**src/sv/vmbd_pkg.sv**
```systemverilog
// Package for the mark-byte varint decoder: payload types, codes and mark tables.
// No dependencies; every other file of the block imports it.
package vmbd_pkg;

  localparam int unsigned CFG_IDX_W  = 1;
  localparam int unsigned CFG_DATA_W = 64;

  localparam logic [CFG_IDX_W-1:0] CFG_RESULT_WIDTH_MODE = 1'b0;
  localparam logic [CFG_IDX_W-1:0] CFG_FALLBACK_VALUE    = 1'b1;

  localparam logic [1:0] MODE_64 = 2'd0;
  localparam logic [1:0] MODE_32 = 2'd1;
  localparam logic [1:0] MODE_16 = 2'd2;
  localparam logic [1:0] MODE_8  = 2'd3;

  localparam logic [7:0] MARK_LAST_DIRECT = 8'd235;
  localparam logic [7:0] MARK_PAY2        = 8'd236;
  localparam logic [7:0] MARK_PAY3        = 8'd237;
  localparam logic [7:0] MARK_PAY4        = 8'd238;
  localparam logic [7:0] MARK_PAY5        = 8'd239;
  localparam logic [7:0] MARK_PAY8        = 8'd242;

  typedef enum logic [1:0] {
    ST_OK       = 2'd0,
    ST_BAD_MARK = 2'd1,
    ST_TOO_WIDE = 2'd2
  } status_t;

  typedef struct packed {
    logic [7:0] data_byte;
  } vmbd_in_t;

  typedef struct packed {
    logic [63:0] decoded_value;
    status_t     status;
    logic [3:0]  encoded_length;
  } vmbd_res_t;

  // payload byte count for a multi-byte mark, zero when unsupported
  function automatic logic [3:0] payload_len(input logic [7:0] mark);
    logic [3:0] n;
    n = 4'd0;
    unique case (mark)
      MARK_PAY2: n = 4'd2;
      MARK_PAY3: n = 4'd3;
      MARK_PAY4: n = 4'd4;
      MARK_PAY5: n = 4'd5;
      MARK_PAY8: n = 4'd8;
      default:   n = 4'd0;
    endcase
    return n;
  endfunction

  function automatic logic [3:0] mode_max_payload(input logic [1:0] mode);
    logic [3:0] n;
    n = 4'd8;
    unique case (mode)
      MODE_64: n = 4'd8;
      MODE_32: n = 4'd4;
      MODE_16: n = 4'd2;
      MODE_8:  n = 4'd0;
      default: n = 4'd8;
    endcase
    return n;
  endfunction

  function automatic logic [63:0] mode_mask(input logic [1:0] mode);
    logic [63:0] m;
    m = '1;
    unique case (mode)
      MODE_64: m = 64'hFFFF_FFFF_FFFF_FFFF;
      MODE_32: m = 64'h0000_0000_FFFF_FFFF;
      MODE_16: m = 64'h0000_0000_0000_FFFF;
      MODE_8:  m = 64'h0000_0000_0000_00FF;
      default: m = 64'hFFFF_FFFF_FFFF_FFFF;
    endcase
    return m;
  endfunction

endpackage

```
**src/sv/vmbd_if.sv**
```systemverilog
// Valid/ready stream interfaces for the decoder's byte input and result output.
// Depends on vmbd_pkg for the payload structs.
interface vmbd_in_if import vmbd_pkg::*; ();
  logic     valid;
  logic     ready;
  vmbd_in_t data;
  modport source (output valid, output data, input ready);
  modport sink   (input valid, input data, output ready);
endinterface

interface vmbd_out_if import vmbd_pkg::*; ();
  logic      valid;
  logic      ready;
  vmbd_res_t data;
  modport source (output valid, output data, input ready);
  modport sink   (input valid, input data, output ready);
endinterface

```
**src/sv/varint_mark_byte_decoder.sv**
```systemverilog
// Mark-byte varint decoder: an accepted byte passes the input register, then the
// result register. Throughput one byte per cycle while the result is not stalled,
// set by the combinational decode step between the two registers; a stalled result
// holds the input register, so at most one further byte waits inside.
// Synchronous active-low reset: empty pipeline, waiting for a mark byte,
// mode 64-bit and fallback zero.
module varint_mark_byte_decoder import vmbd_pkg::*; (
  input  logic                  clk,
  input  logic                  rst_n,
  vmbd_in_if.sink               in_if,
  vmbd_out_if.source            out_if,
  input  logic                  cfg_we,
  input  logic [CFG_IDX_W-1:0]  cfg_index,
  input  logic [CFG_DATA_W-1:0] cfg_wdata
);

  // configuration registers
  logic [1:0]  mode_r;
  logic [63:0] fallback_r;

  always_ff @(posedge clk) begin
    if (!rst_n) begin
      mode_r     <= MODE_64;
      fallback_r <= 64'd0;
    end else if (cfg_we) begin
      unique case (cfg_index)
        CFG_RESULT_WIDTH_MODE: mode_r     <= cfg_wdata[1:0];
        CFG_FALLBACK_VALUE:    fallback_r <= cfg_wdata;
        default: ;
      endcase
    end
  end

  // input register: one byte request held here
  logic       s1_valid_r;
  logic [7:0] s1_byte_r;
  logic       adv_ok;     // result register can take whatever stage 1 produces
  logic       s1_fire;    // stage 1 request is decoded this cycle

  assign adv_ok      = !out_if.valid || out_if.ready;
  assign s1_fire     = s1_valid_r && adv_ok;
  assign in_if.ready = !s1_valid_r || adv_ok;

  always_ff @(posedge clk) begin
    if (!rst_n) begin
      s1_valid_r <= 1'b0;
    end else if (in_if.ready) begin
      s1_valid_r <= in_if.valid;
    end
  end

  always_ff @(posedge clk) begin
    if (in_if.ready && in_if.valid) begin
      s1_byte_r <= in_if.data.data_byte;
    end
  end

  // decode step; state advances only when the request leaves stage 1
  logic      res_valid;
  vmbd_res_t res;

  vmbd_step u_step (
    .clk       (clk),
    .rst_n     (rst_n),
    .fire      (s1_fire),
    .data_byte (s1_byte_r),
    .mode      (mode_r),
    .fallback  (fallback_r),
    .res_valid (res_valid),
    .res       (res)
  );

  // result register: payload bytes that finish nothing leave it empty
  logic      out_valid_r;
  vmbd_res_t out_data_r;

  always_ff @(posedge clk) begin
    if (!rst_n) begin
      out_valid_r <= 1'b0;
    end else if (adv_ok) begin
      out_valid_r <= s1_fire && res_valid;
    end
  end

  always_ff @(posedge clk) begin
    if (s1_fire && res_valid) begin
      out_data_r <= res;
    end
  end

  assign out_if.valid = out_valid_r;
  assign out_if.data  = out_data_r;

  // ---- checks ----
  // a stalled result must keep its byte in stage 1
  a_s1_hold: assert property (@(posedge clk) disable iff (!rst_n)
    s1_valid_r && !adv_ok |=> s1_valid_r && $stable(s1_byte_r))
    else $error("stage 1 request lost under back-pressure");

  // a one-byte ok result is a direct mark value
  a_direct_range: assert property (@(posedge clk) disable iff (!rst_n)
    out_valid_r && out_data_r.status == ST_OK && out_data_r.encoded_length == 4'd1
      |-> out_data_r.decoded_value <= 64'd235)
    else $error("direct value out of range");

  // an unsupported mark is reported on the mark itself
  a_bad_len: assert property (@(posedge clk) disable iff (!rst_n)
    out_valid_r && out_data_r.status == ST_BAD_MARK |-> out_data_r.encoded_length == 4'd1)
    else $error("unsupported mark with a payload length");

  // too-wide results only follow a real payload
  a_wide_len: assert property (@(posedge clk) disable iff (!rst_n)
    out_valid_r && out_data_r.status == ST_TOO_WIDE
      |-> out_data_r.encoded_length == 4'd3 || out_data_r.encoded_length == 4'd4 ||
          out_data_r.encoded_length == 4'd5 || out_data_r.encoded_length == 4'd6 ||
          out_data_r.encoded_length == 4'd9)
    else $error("too-wide result with an impossible length");

endmodule

```
**src/sv/vmbd_step.sv**
```systemverilog
// Per-byte decode step: mark/payload state, accumulator and result forming.
// Depends on vmbd_pkg.
module vmbd_step import vmbd_pkg::*; (
  input  logic        clk,
  input  logic        rst_n,
  input  logic        fire,
  input  logic [7:0]  data_byte,
  input  logic [1:0]  mode,
  input  logic [63:0] fallback,
  output logic        res_valid,
  output vmbd_res_t   res
);

  logic [3:0]  rem_r,  rem_nxt;
  logic [2:0]  pos_r,  pos_nxt;
  logic [63:0] acc_r,  acc_nxt;
  logic [3:0]  len_r,  len_nxt;
  logic        wide_r, wide_nxt;
  logic [3:0]  plen;
  logic [63:0] fb_masked;

  assign plen      = payload_len(data_byte);
  assign fb_masked = fallback & mode_mask(mode);

  always_comb begin
    rem_nxt   = rem_r;
    pos_nxt   = pos_r;
    acc_nxt   = acc_r;
    len_nxt   = len_r;
    wide_nxt  = wide_r;
    res_valid = 1'b0;
    res       = '{decoded_value: 64'd0, status: ST_OK, encoded_length: 4'd1};
    if (rem_r == 4'd0) begin
      if (data_byte <= MARK_LAST_DIRECT) begin
        res_valid = 1'b1;
        res       = '{decoded_value: {56'd0, data_byte}, status: ST_OK,
                      encoded_length: 4'd1};
      end else if (plen == 4'd0) begin
        res_valid = 1'b1;
        res       = '{decoded_value: fb_masked, status: ST_BAD_MARK,
                      encoded_length: 4'd1};
      end else begin
        rem_nxt  = plen;
        pos_nxt  = 3'd0;
        acc_nxt  = 64'd0;
        len_nxt  = plen + 4'd1;
        wide_nxt = plen > mode_max_payload(mode);
      end
    end else begin
      // byte lanes: only the lane at the current position is written
      for (int i = 0; i < 8; i++) begin
        if (pos_r == 3'(i)) acc_nxt[i*8 +: 8] = data_byte;
      end
      pos_nxt = pos_r + 3'd1;
      rem_nxt = rem_r - 4'd1;
      if (rem_r == 4'd1) begin
        res_valid = 1'b1;
        pos_nxt   = 3'd0;
        wide_nxt  = 1'b0;
        if (wide_r) begin
          res = '{decoded_value: fb_masked, status: ST_TOO_WIDE, encoded_length: len_r};
        end else begin
          res = '{decoded_value: acc_nxt, status: ST_OK, encoded_length: len_r};
        end
      end
    end
  end

  always_ff @(posedge clk) begin
    if (!rst_n) begin
      rem_r  <= 4'd0;
      pos_r  <= 3'd0;
      acc_r  <= 64'd0;
      len_r  <= 4'd0;
      wide_r <= 1'b0;
    end else if (fire) begin
      rem_r  <= rem_nxt;
      pos_r  <= pos_nxt;
      acc_r  <= acc_nxt;
      len_r  <= len_nxt;
      wide_r <= wide_nxt;
    end
  end

endmodule
```
**src/flat_wrapper.sv**
```systemverilog
// flat-port wrapper written by rule: the top's interface ports become plain ports
module varint_mark_byte_decoder_flat import vmbd_pkg::*;
  (clk, rst_n, cfg_we, cfg_index, cfg_wdata, in_if_valid, in_if_data, in_if_ready, out_if_valid, out_if_data, out_if_ready);
  vmbd_in_if in_if_i ();
  vmbd_out_if out_if_i ();
  input  logic clk;
  input  logic rst_n;
  input  logic cfg_we;
  input  logic [CFG_IDX_W-1:0] cfg_index;
  input  logic [CFG_DATA_W-1:0] cfg_wdata;
  input wire logic [$bits(in_if_i.valid)-1:0] in_if_valid;
  input wire logic [$bits(in_if_i.data)-1:0] in_if_data;
  output wire logic [$bits(in_if_i.ready)-1:0] in_if_ready;
  output wire logic [$bits(out_if_i.valid)-1:0] out_if_valid;
  output wire logic [$bits(out_if_i.data)-1:0] out_if_data;
  input wire logic [$bits(out_if_i.ready)-1:0] out_if_ready;
  assign in_if_i.valid = in_if_valid;
  assign in_if_i.data = in_if_data;
  assign in_if_ready = in_if_i.ready;
  assign out_if_valid = out_if_i.valid;
  assign out_if_data = out_if_i.data;
  assign out_if_i.ready = out_if_ready;
  varint_mark_byte_decoder u_core (.clk(clk), .rst_n(rst_n), .in_if(in_if_i), .out_if(out_if_i), .cfg_we(cfg_we), .cfg_index(cfg_index), .cfg_wdata(cfg_wdata));
endmodule
```
**config.mk**
```make
export PLATFORM = sky130hd
export DESIGN_NAME = varint_mark_byte_decoder_flat
export DESIGN_NICKNAME = d
export VERILOG_FILES = /design/src/sv/vmbd_pkg.sv /design/src/sv/vmbd_if.sv /design/src/sv/varint_mark_byte_decoder.sv /design/src/sv/vmbd_step.sv /design/src/flat_wrapper.sv
export SDC_FILE = /design/constraint.sdc
export NUM_CORES = 1
export LEC_CHECK = 0
export ABC_AREA = 1
export BUFFER_PORTS_ARGS = -buffer_cell sky130_fd_sc_hd__buf_2
export CAP_MARGIN = 20
export CELL_PAD_IN_SITES_DETAIL_PLACEMENT = 2
export CELL_PAD_IN_SITES_GLOBAL_PLACEMENT = 2
export CORE_ASPECT_RATIO = 0.75
export CORE_UTILIZATION = 34
export DETAILED_ROUTE_END_ITERATION = 12
export MAX_ROUTING_LAYER = met4
export PLACE_DENSITY_LB_ADDON = 0.1
export SYNTH_ARGS = -nofsm -noshare
export SYNTH_HDL_FRONTEND = slang
export SYNTH_SLANG_ARGS = --single-unit
```
**constraint.sdc**
```tcl
create_clock -name clk -period 3.4 [get_ports clk]
set_clock_uncertainty 0.05 [all_clocks]
set_input_delay 0.68 -clock clk [delete_from_list [all_inputs] [get_ports clk]]
set_output_delay 0.68 -clock clk [all_outputs]
set_load 0.05 [all_outputs]
```
==> results.cfg, run 1 <==
[run_status]
status = finished clean

[worst_setup_path]
path_cells = nand2_1 -> nor2_2 -> nand2_2 -> nor2_1 -> inv_1 -> ha_1 -> nand4_4 -> nand3_1 -> nand2_1 -> inv_2 -> buf_12
endpoint_kind = register
required_ns = 3.55
start_kind = register
path_buf_inv = 3
critical_path_arrival_ns = 3.04
crit_fanout = 42
worst_path_most_repeated_cell = nand2_1
cp_top_family = buffers and inverters
crit_type = reg -> reg
worst_path_max_delay_cell = inv_2
crit_path_max_incr_delay_ns = 0.57

[final_layout]
mostFrequentLayoutCell = nand2_1
fin_nets = 1432
drive_above_1_share_pct = 19.3
area_delta_synth_final_pct = 18.9
diodes = 0
final_cell_mix = nand2_1, nor2_1, o21ai_0
final_util_pct = 41.0
design_area_um2 = 11900

[synthesis]
syn_avg_cell_area_um2 = 8.19
synth_top_family_by_area = compound AO/OA/AOI/OAI gates
synth-xor-area-share_pct = 0.262
synth-adder-area-share_pct = 1.75
synth_seq_area_share_pct = 52.1
ys_warn_count = 0
synth_nets = 1316
muxShareOfSynthArea_pct = 0
ys_async_sr_fraction_pct = 0
syn_inst = 1224
synth_area_um2 = 10000
yosys.area_share.simple_pct = 19.0
ys_types = 35
ys.flop_type = dfxtp_1
synth_compound_area_share_pct = 21.6
synth_edf_count = 78
synth-seq-cells = 222

[sta]
drv_slew = 0
tns_ns = 0
timing.fmax_mhz = 346
setup_viol = 0
hold_viol_final = 0
relSlewSlack_pct = 38.5
fin_crit_ns = 2.89
rsz0062_at_grt = false
worst_pin_slew_ns = 0.922
period_share_pct = 85.0

[drt]
first_pass_iters = 4
drc = 0
wl_per_cell_um = 19.8
drt_wl_total_um = 34600
avgViaCountPerCell = 5.22
ant_nets = 0
drt_iter0_markers = 370
vias = 9135

[floorplanning]
die_h_um = 151
die_w_um = 200
initial_core_util_pct = 34.5
core_area_um2 = 29100
rows = 54
pin_count = 150
die_area_um2 = 30200

[worst_hold_path]
hp-class = in -> reg

[placement]
gp_congestion = 0.794
place_area_um2 = 11100
port_buffers = 149
dp_hpwl_um = 22300

[clock_tree]
cts_buffer_depth = 3
tritoncts = yes
cts_num_sinks = 222
post_cts_buffers = 0
htree_levels = 1
ctsHoldBuffers = 0
clkTransAtPathRegs_ns = 0.06
clkLatencyLatePin_ns = 0.53
cts_resized = 0
cts_root_buf = clkbuf_16
cts_inserted_buffers = 25

[grt]
grt_pass1_vias = 9621
grt_max_degree = 67
grt_pass1_wl_um = 54300
grt_util_all_layers_pct = 23.5
antenna_found_initial = 0
grt-ovfl-total = 0

[power]
ir_worst_vdd_mv = 0.294
leakagePower_nw = 4.41
powerDensity_nw_per_um2 = 512

[job]
drv_cap = 0
## stage by stage
step / instances / setup slack (ns) / power [mW] / hold slack [ns]
after floorplan: 1224 / 0.300 / 3.24 / 0.389
after global placement: 1705 / 0.657 / 3.42 / 0.398
after detailed placement: 1705 / 0.547 / 3.44 / 0.404
after CTS: 1749 / 0.506 / 6.17 / 0.271
after global routing: 1749 / 0.317 / 6.32 / 0.275
final: 1749 / 0.511 / 6.10 / 0.290
## sequential cells by signal, summed over array words and instances (netlist names)
name and count:
u_core.s1_byte_r 8, u_core.u_step.pos_r 3, u_core.u_step.acc_r 64, u_core.out_if.data 70
u_core.u_step.len_r 4, u_core.mode_r 2, u_core.s1_valid_r 1, u_core.u_step.wide_r 1
u_core.fallback_r 64, u_core.u_step.rem_r 4, u_core.out_if.valid 1
## kinds of logic (layout without fill, tap and decap cells)
family                   after synthesis  after routing
flip-flops                           222            222
adder cells (fa/ha/maj)               14             14
buffers and inverters                123            256
AND/OR/NAND/NOR                      478            478
XOR/XNOR                               3              3
AO/OA/AOI/OAI                        384            384
## final timing paths
| kind | from | end | slack (ns) | depth (start not counted) |
|---|---|---|---|---|
| worst max-delay path | u_core.s1_byte_r[7] | u_core.out_if.data[3] | 0.51 | 11 |
| worst min-delay path | in_if_data[0] | u_core.s1_byte_r[0] | 0.29 | 1 |
| worst min register to register | u_core.u_step.acc_r[39] | u_core.u_step.acc_r[39] | 0.41 | 2 |
| worst max register to register | u_core.s1_byte_r[7] | u_core.out_if.data[3] | 0.51 | 11 |
## per-layer routing
| metal | wire length (um) | global-route usage, % | vias up |
|---|---|---|---|
| met2 | 16400 | 39.4 | 133 |
| li1 | - | - | 4373 |
| met4 | 550 | 4.16 | 0 |
| met5 | 0 | - | - |
| met3 | 986 | 2.88 | 37 |
| met1 | 16600 | 30.9 | 4592 |
## where the power goes
group / total, mW / switching, mW / internal, mW
sequential: 2.88 / 0.0498 / 2.83
clock: 2.72 / 1.11 / 1.61
combinational: 0.492 / 0.353 / 0.139
total: 6.10 / 1.51 / 4.59
## cell type report
cell class                 instances  area, um^2
fill                            3294       17100
clock buffer                      33         676
timing repair buffer             171         948
sequential                       222        5230
multi-input combinational        879        4300
clock inverter                    11         125
tap                              392         490
inverter                          41         155
## worst reg2reg max path, cell delays in order, from the launching register on
cell	delay, ns
edfxtp_1	0.41
nand2_1	0.13
nor2_2	0.07
nand2_2	0.09
nor2_1	0.10
inv_1	0.09
ha_1	0.21
nand4_4	0.18
nand3_1	0.16
nand2_1	0.10
inv_2	0.57
buf_12	0.37
## cells in the mapped netlist (2+ instances only)
cell | instances | area [um^2]
nand2_1 | 246 | 923
nor2_1 | 199 | 747
o21ai_0 | 186 | 931
dfxtp_1 | 144 | 2880
a21oi_1 | 113 | 566
edfxtp_1 | 78 | 2340
clkbuf_1 | 56 | 210
a22oi_1 | 40 | 300
inv_1 | 33 | 124
a21oi_2 | 30 | 263
buf_2 | 17 | 85.1
nand3_1 | 17 | 85.1
ha_1 | 14 | 175
o211ai_1 | 8 | 60.1
o22ai_1 | 7 | 43.8
buf_6 | 5 | 56.3
inv_2 | 5 | 18.8
buf_4 | 2 | 15.0
clkinv_1 | 2 | 7.51
nand2_2 | 2 | 12.5
nand2_4 | 2 | 22.5
nor2_2 | 2 | 12.5
nor2_4 | 2 | 22.5
or2_2 | 2 | 12.5
xnor2_1 | 2 | 17.5
Note: power is estimated with default switching activity, not from simulation.
==> inputs of run 2 (changes only) <==
==> constraint.sdc (replaced) <==
create_clock -name clk -period 2.84 [get_ports clk]
set_clock_uncertainty 0.05 [all_clocks]
set_input_delay 0.568 -clock clk [delete_from_list [all_inputs] [get_ports clk]]
set_output_delay 0.568 -clock clk [all_outputs]
set_load 0.05 [all_outputs]
==> run 2 against run 1 <==
Against the previous run: setup slack worse by 0.18 ns; hold slack worse by 0.13 ns; via count is 0.33% higher; first-iteration DRC count is 23% lower; global-route usage is 0.50 points lower; flip-flop and latch count stayed put; critical path depth is 1 higher; core utilization is 0.44 points higher; clock power is 17% higher; largest power group unchanged.
==> results.cfg, run 2 (synthesis gave the netlist of run 1 again) <==
[sta]
timing.fmax_mhz = 398
period_share_pct = 88.5
setup_viol = 0
hold_viol_final = 0
fin_crit_ns = 2.51
relSlewSlack_pct = 50.8
drv_slew = 0
worst_pin_slew_ns = 0.730
holdWs_ns = 0.162
rsz0062_at_grt = false

[final_layout]
multi_input_area_um2 = 4320
drive_above_1_share_pct = 20.4
final_cell_mix = nand2_1, nor2_1, o21ai_0
final.fill_count = 3348
diodes = 0
design_area_um2 = 12000
largest_reg_flops = 70
seq_area_um2 = 5230
mostFrequentLayoutCell = nand2_1
fin_nets = 1440
area_delta_synth_final_pct = 20.1
final_util_pct = 41.5

[run_status]
status = finished clean

[worst_setup_path]
crit_path_max_incr_delay_ns = 0.43
start_kind = register
endpoint_kind = register
r2r-end = u_core.out_if.data[22]
critical_path_arrival_ns = 2.66
worst_path_max_delay_cell = edfxtp_1
path_buf_inv = 4
crit-reg2reg-launch = u_core.s1_byte_r[4]
r2r_cells = 12
regToRegSetupSlack_ns = 0.33
cp_top_family = simple AND/OR/NAND/NOR gates
path_cells = inv_2 -> nand2_1 -> nor2_2 -> nand2_2 -> nor2_2 -> inv_1 -> ha_2 -> nand4_4 -> nand3_2 -> nand2_2 -> clkinvlp_4 -> buf_12
required_ns = 2.99
crit_fanout = 59
crit_type = reg -> reg

[drt]
vias = 9165
drt_wl_total_um = 33800
drc = 0
avgViaCountPerCell = 5.21
first_pass_iters = 5
ant_nets = 0
drt_iter0_markers = 286
wl_per_cell_um = 19.2

[job]
drv_cap = 0

[grt]
grt_pass1_wl_um = 53300
grt_max_degree = 65
grt_util_all_layers_pct = 23.0
antenna_found_initial = 0
grt_pass1_vias = 9736
grt-ovfl-total = 0

[clock_tree]
ctsHoldBuffers = 0
cts_buffer_depth = 3
cts_inserted_buffers = 25
clkTransAtPathRegs_ns = 0.06
post_cts_buffers = 0
cts_resized = 0
cts_num_sinks = 222
cts_root_buf = clkbuf_16
htree_levels = 1
clkLatencyLatePin_ns = 0.53
tritoncts = yes

[placement]
place_area_um2 = 11300
port_buffers = 149
dp_hpwl_um = 22800
gp_congestion = 0.798

[power]
p_int_mw = 5.43
p_sw_mw = 1.80
comb_power_share_pct = 8.2
clockPowerShare_pct = 44.0
ir_worst_vdd_mv = 0.337
leakagePower_nw = 4.47
p_sw_share_pct = 24.9
seqPwrFrac_pct = 47.8
powerDensity_nw_per_um2 = 600
p_total_mw = 7.23

[floorplanning]
pin_count = 150
die_h_um = 151
die_w_um = 200
initial_core_util_pct = 34.5
rows = 54
core_area_um2 = 29100
die_area_um2 = 30200

[worst_hold_path]
hp-class = in -> reg
holdPathStages = 1
min_from = in_if_data[4]
hold_end = u_core.s1_byte_r[4]
-- run 2: cell count changes in the layout (fill, tap and decap cells not counted), moves of 2 or more --
cell	delta
clkbuf_8	+4
buf_4	+4
bufinv_16	-2
clkinv_2	+2
nor2_1	-2
clkinv_1	-2
buf_12	+4
-- run 2: layer usage --
layer  track usage (%)  vias up  wire (um)
met3              3.10       47        941
li1                  -     4395          -
met1              28.7     4591      15900
met5                 -        -          0
met2              40.1      132      16400
met4              4.62        0        591
-- run 2: how the worst max path moves through the flow --
stage,from,end,depth (start not counted)
floorplan,u_core.s1_byte_r[4],u_core.out_if.data[0],11
finish,u_core.s1_byte_r[4],u_core.out_if.data[22],12
CTS,u_core.s1_byte_r[4],u_core.out_if.data[40],12
global placement,u_core.s1_byte_r[4],u_core.out_if.data[49],12
detailed placement,u_core.s1_byte_r[4],u_core.out_if.data[49],12
global route,u_core.s1_byte_r[4],u_core.out_if.data[44],12
-- run 2: cell type report --
cell class | count | share of cell area (%)
Clock buffer | 36 | 6.04
Clock inverter | 9 | 0.561
Inverter | 41 | 1.32
Multi-Input combinational cell | 879 | 35.8
Sequential cell | 222 | 43.4
Tap cell | 392 | 4.07
Timing Repair Buffer | 179 | 8.79
-- run 2: worst register-to-register path, cell delays in order (launching register included) --
cell        delay (ns)
edfxtp_1          0.43
inv_2             0.08
nand2_1           0.06
nor2_2            0.18
nand2_2           0.14
nor2_2            0.17
inv_1             0.09
ha_2              0.20
nand4_4           0.11
nand3_2           0.08
nand2_2           0.15
clkinvlp_4        0.12
buf_12            0.18
-- run 2: power by group through the flow --
stage               Combinational [mW]  Sequential, mW  Clock, mW
CTS                              0.607            3.45       3.28
floorplan                        0.269            3.61          0
global route                     0.649            3.46       3.39
global placement                 0.588            3.52          0
finish                           0.592            3.45       3.18
detailed placement               0.602            3.52          0
-- run 2: through the flow --
| step | cells | setup TNS, ns | worst slack, ns |
|---|---|---|---|
| global placement | 1713 | 0 | 0.506 |
| CTS | 1758 | 0 | 0.394 |
| floorplan | 1224 | -7.17 | -0.102 |
| global route | 1758 | 0 | 0.295 |
| detailed placement | 1713 | 0 | 0.422 |
| finish | 1758 | 0 | 0.327 |
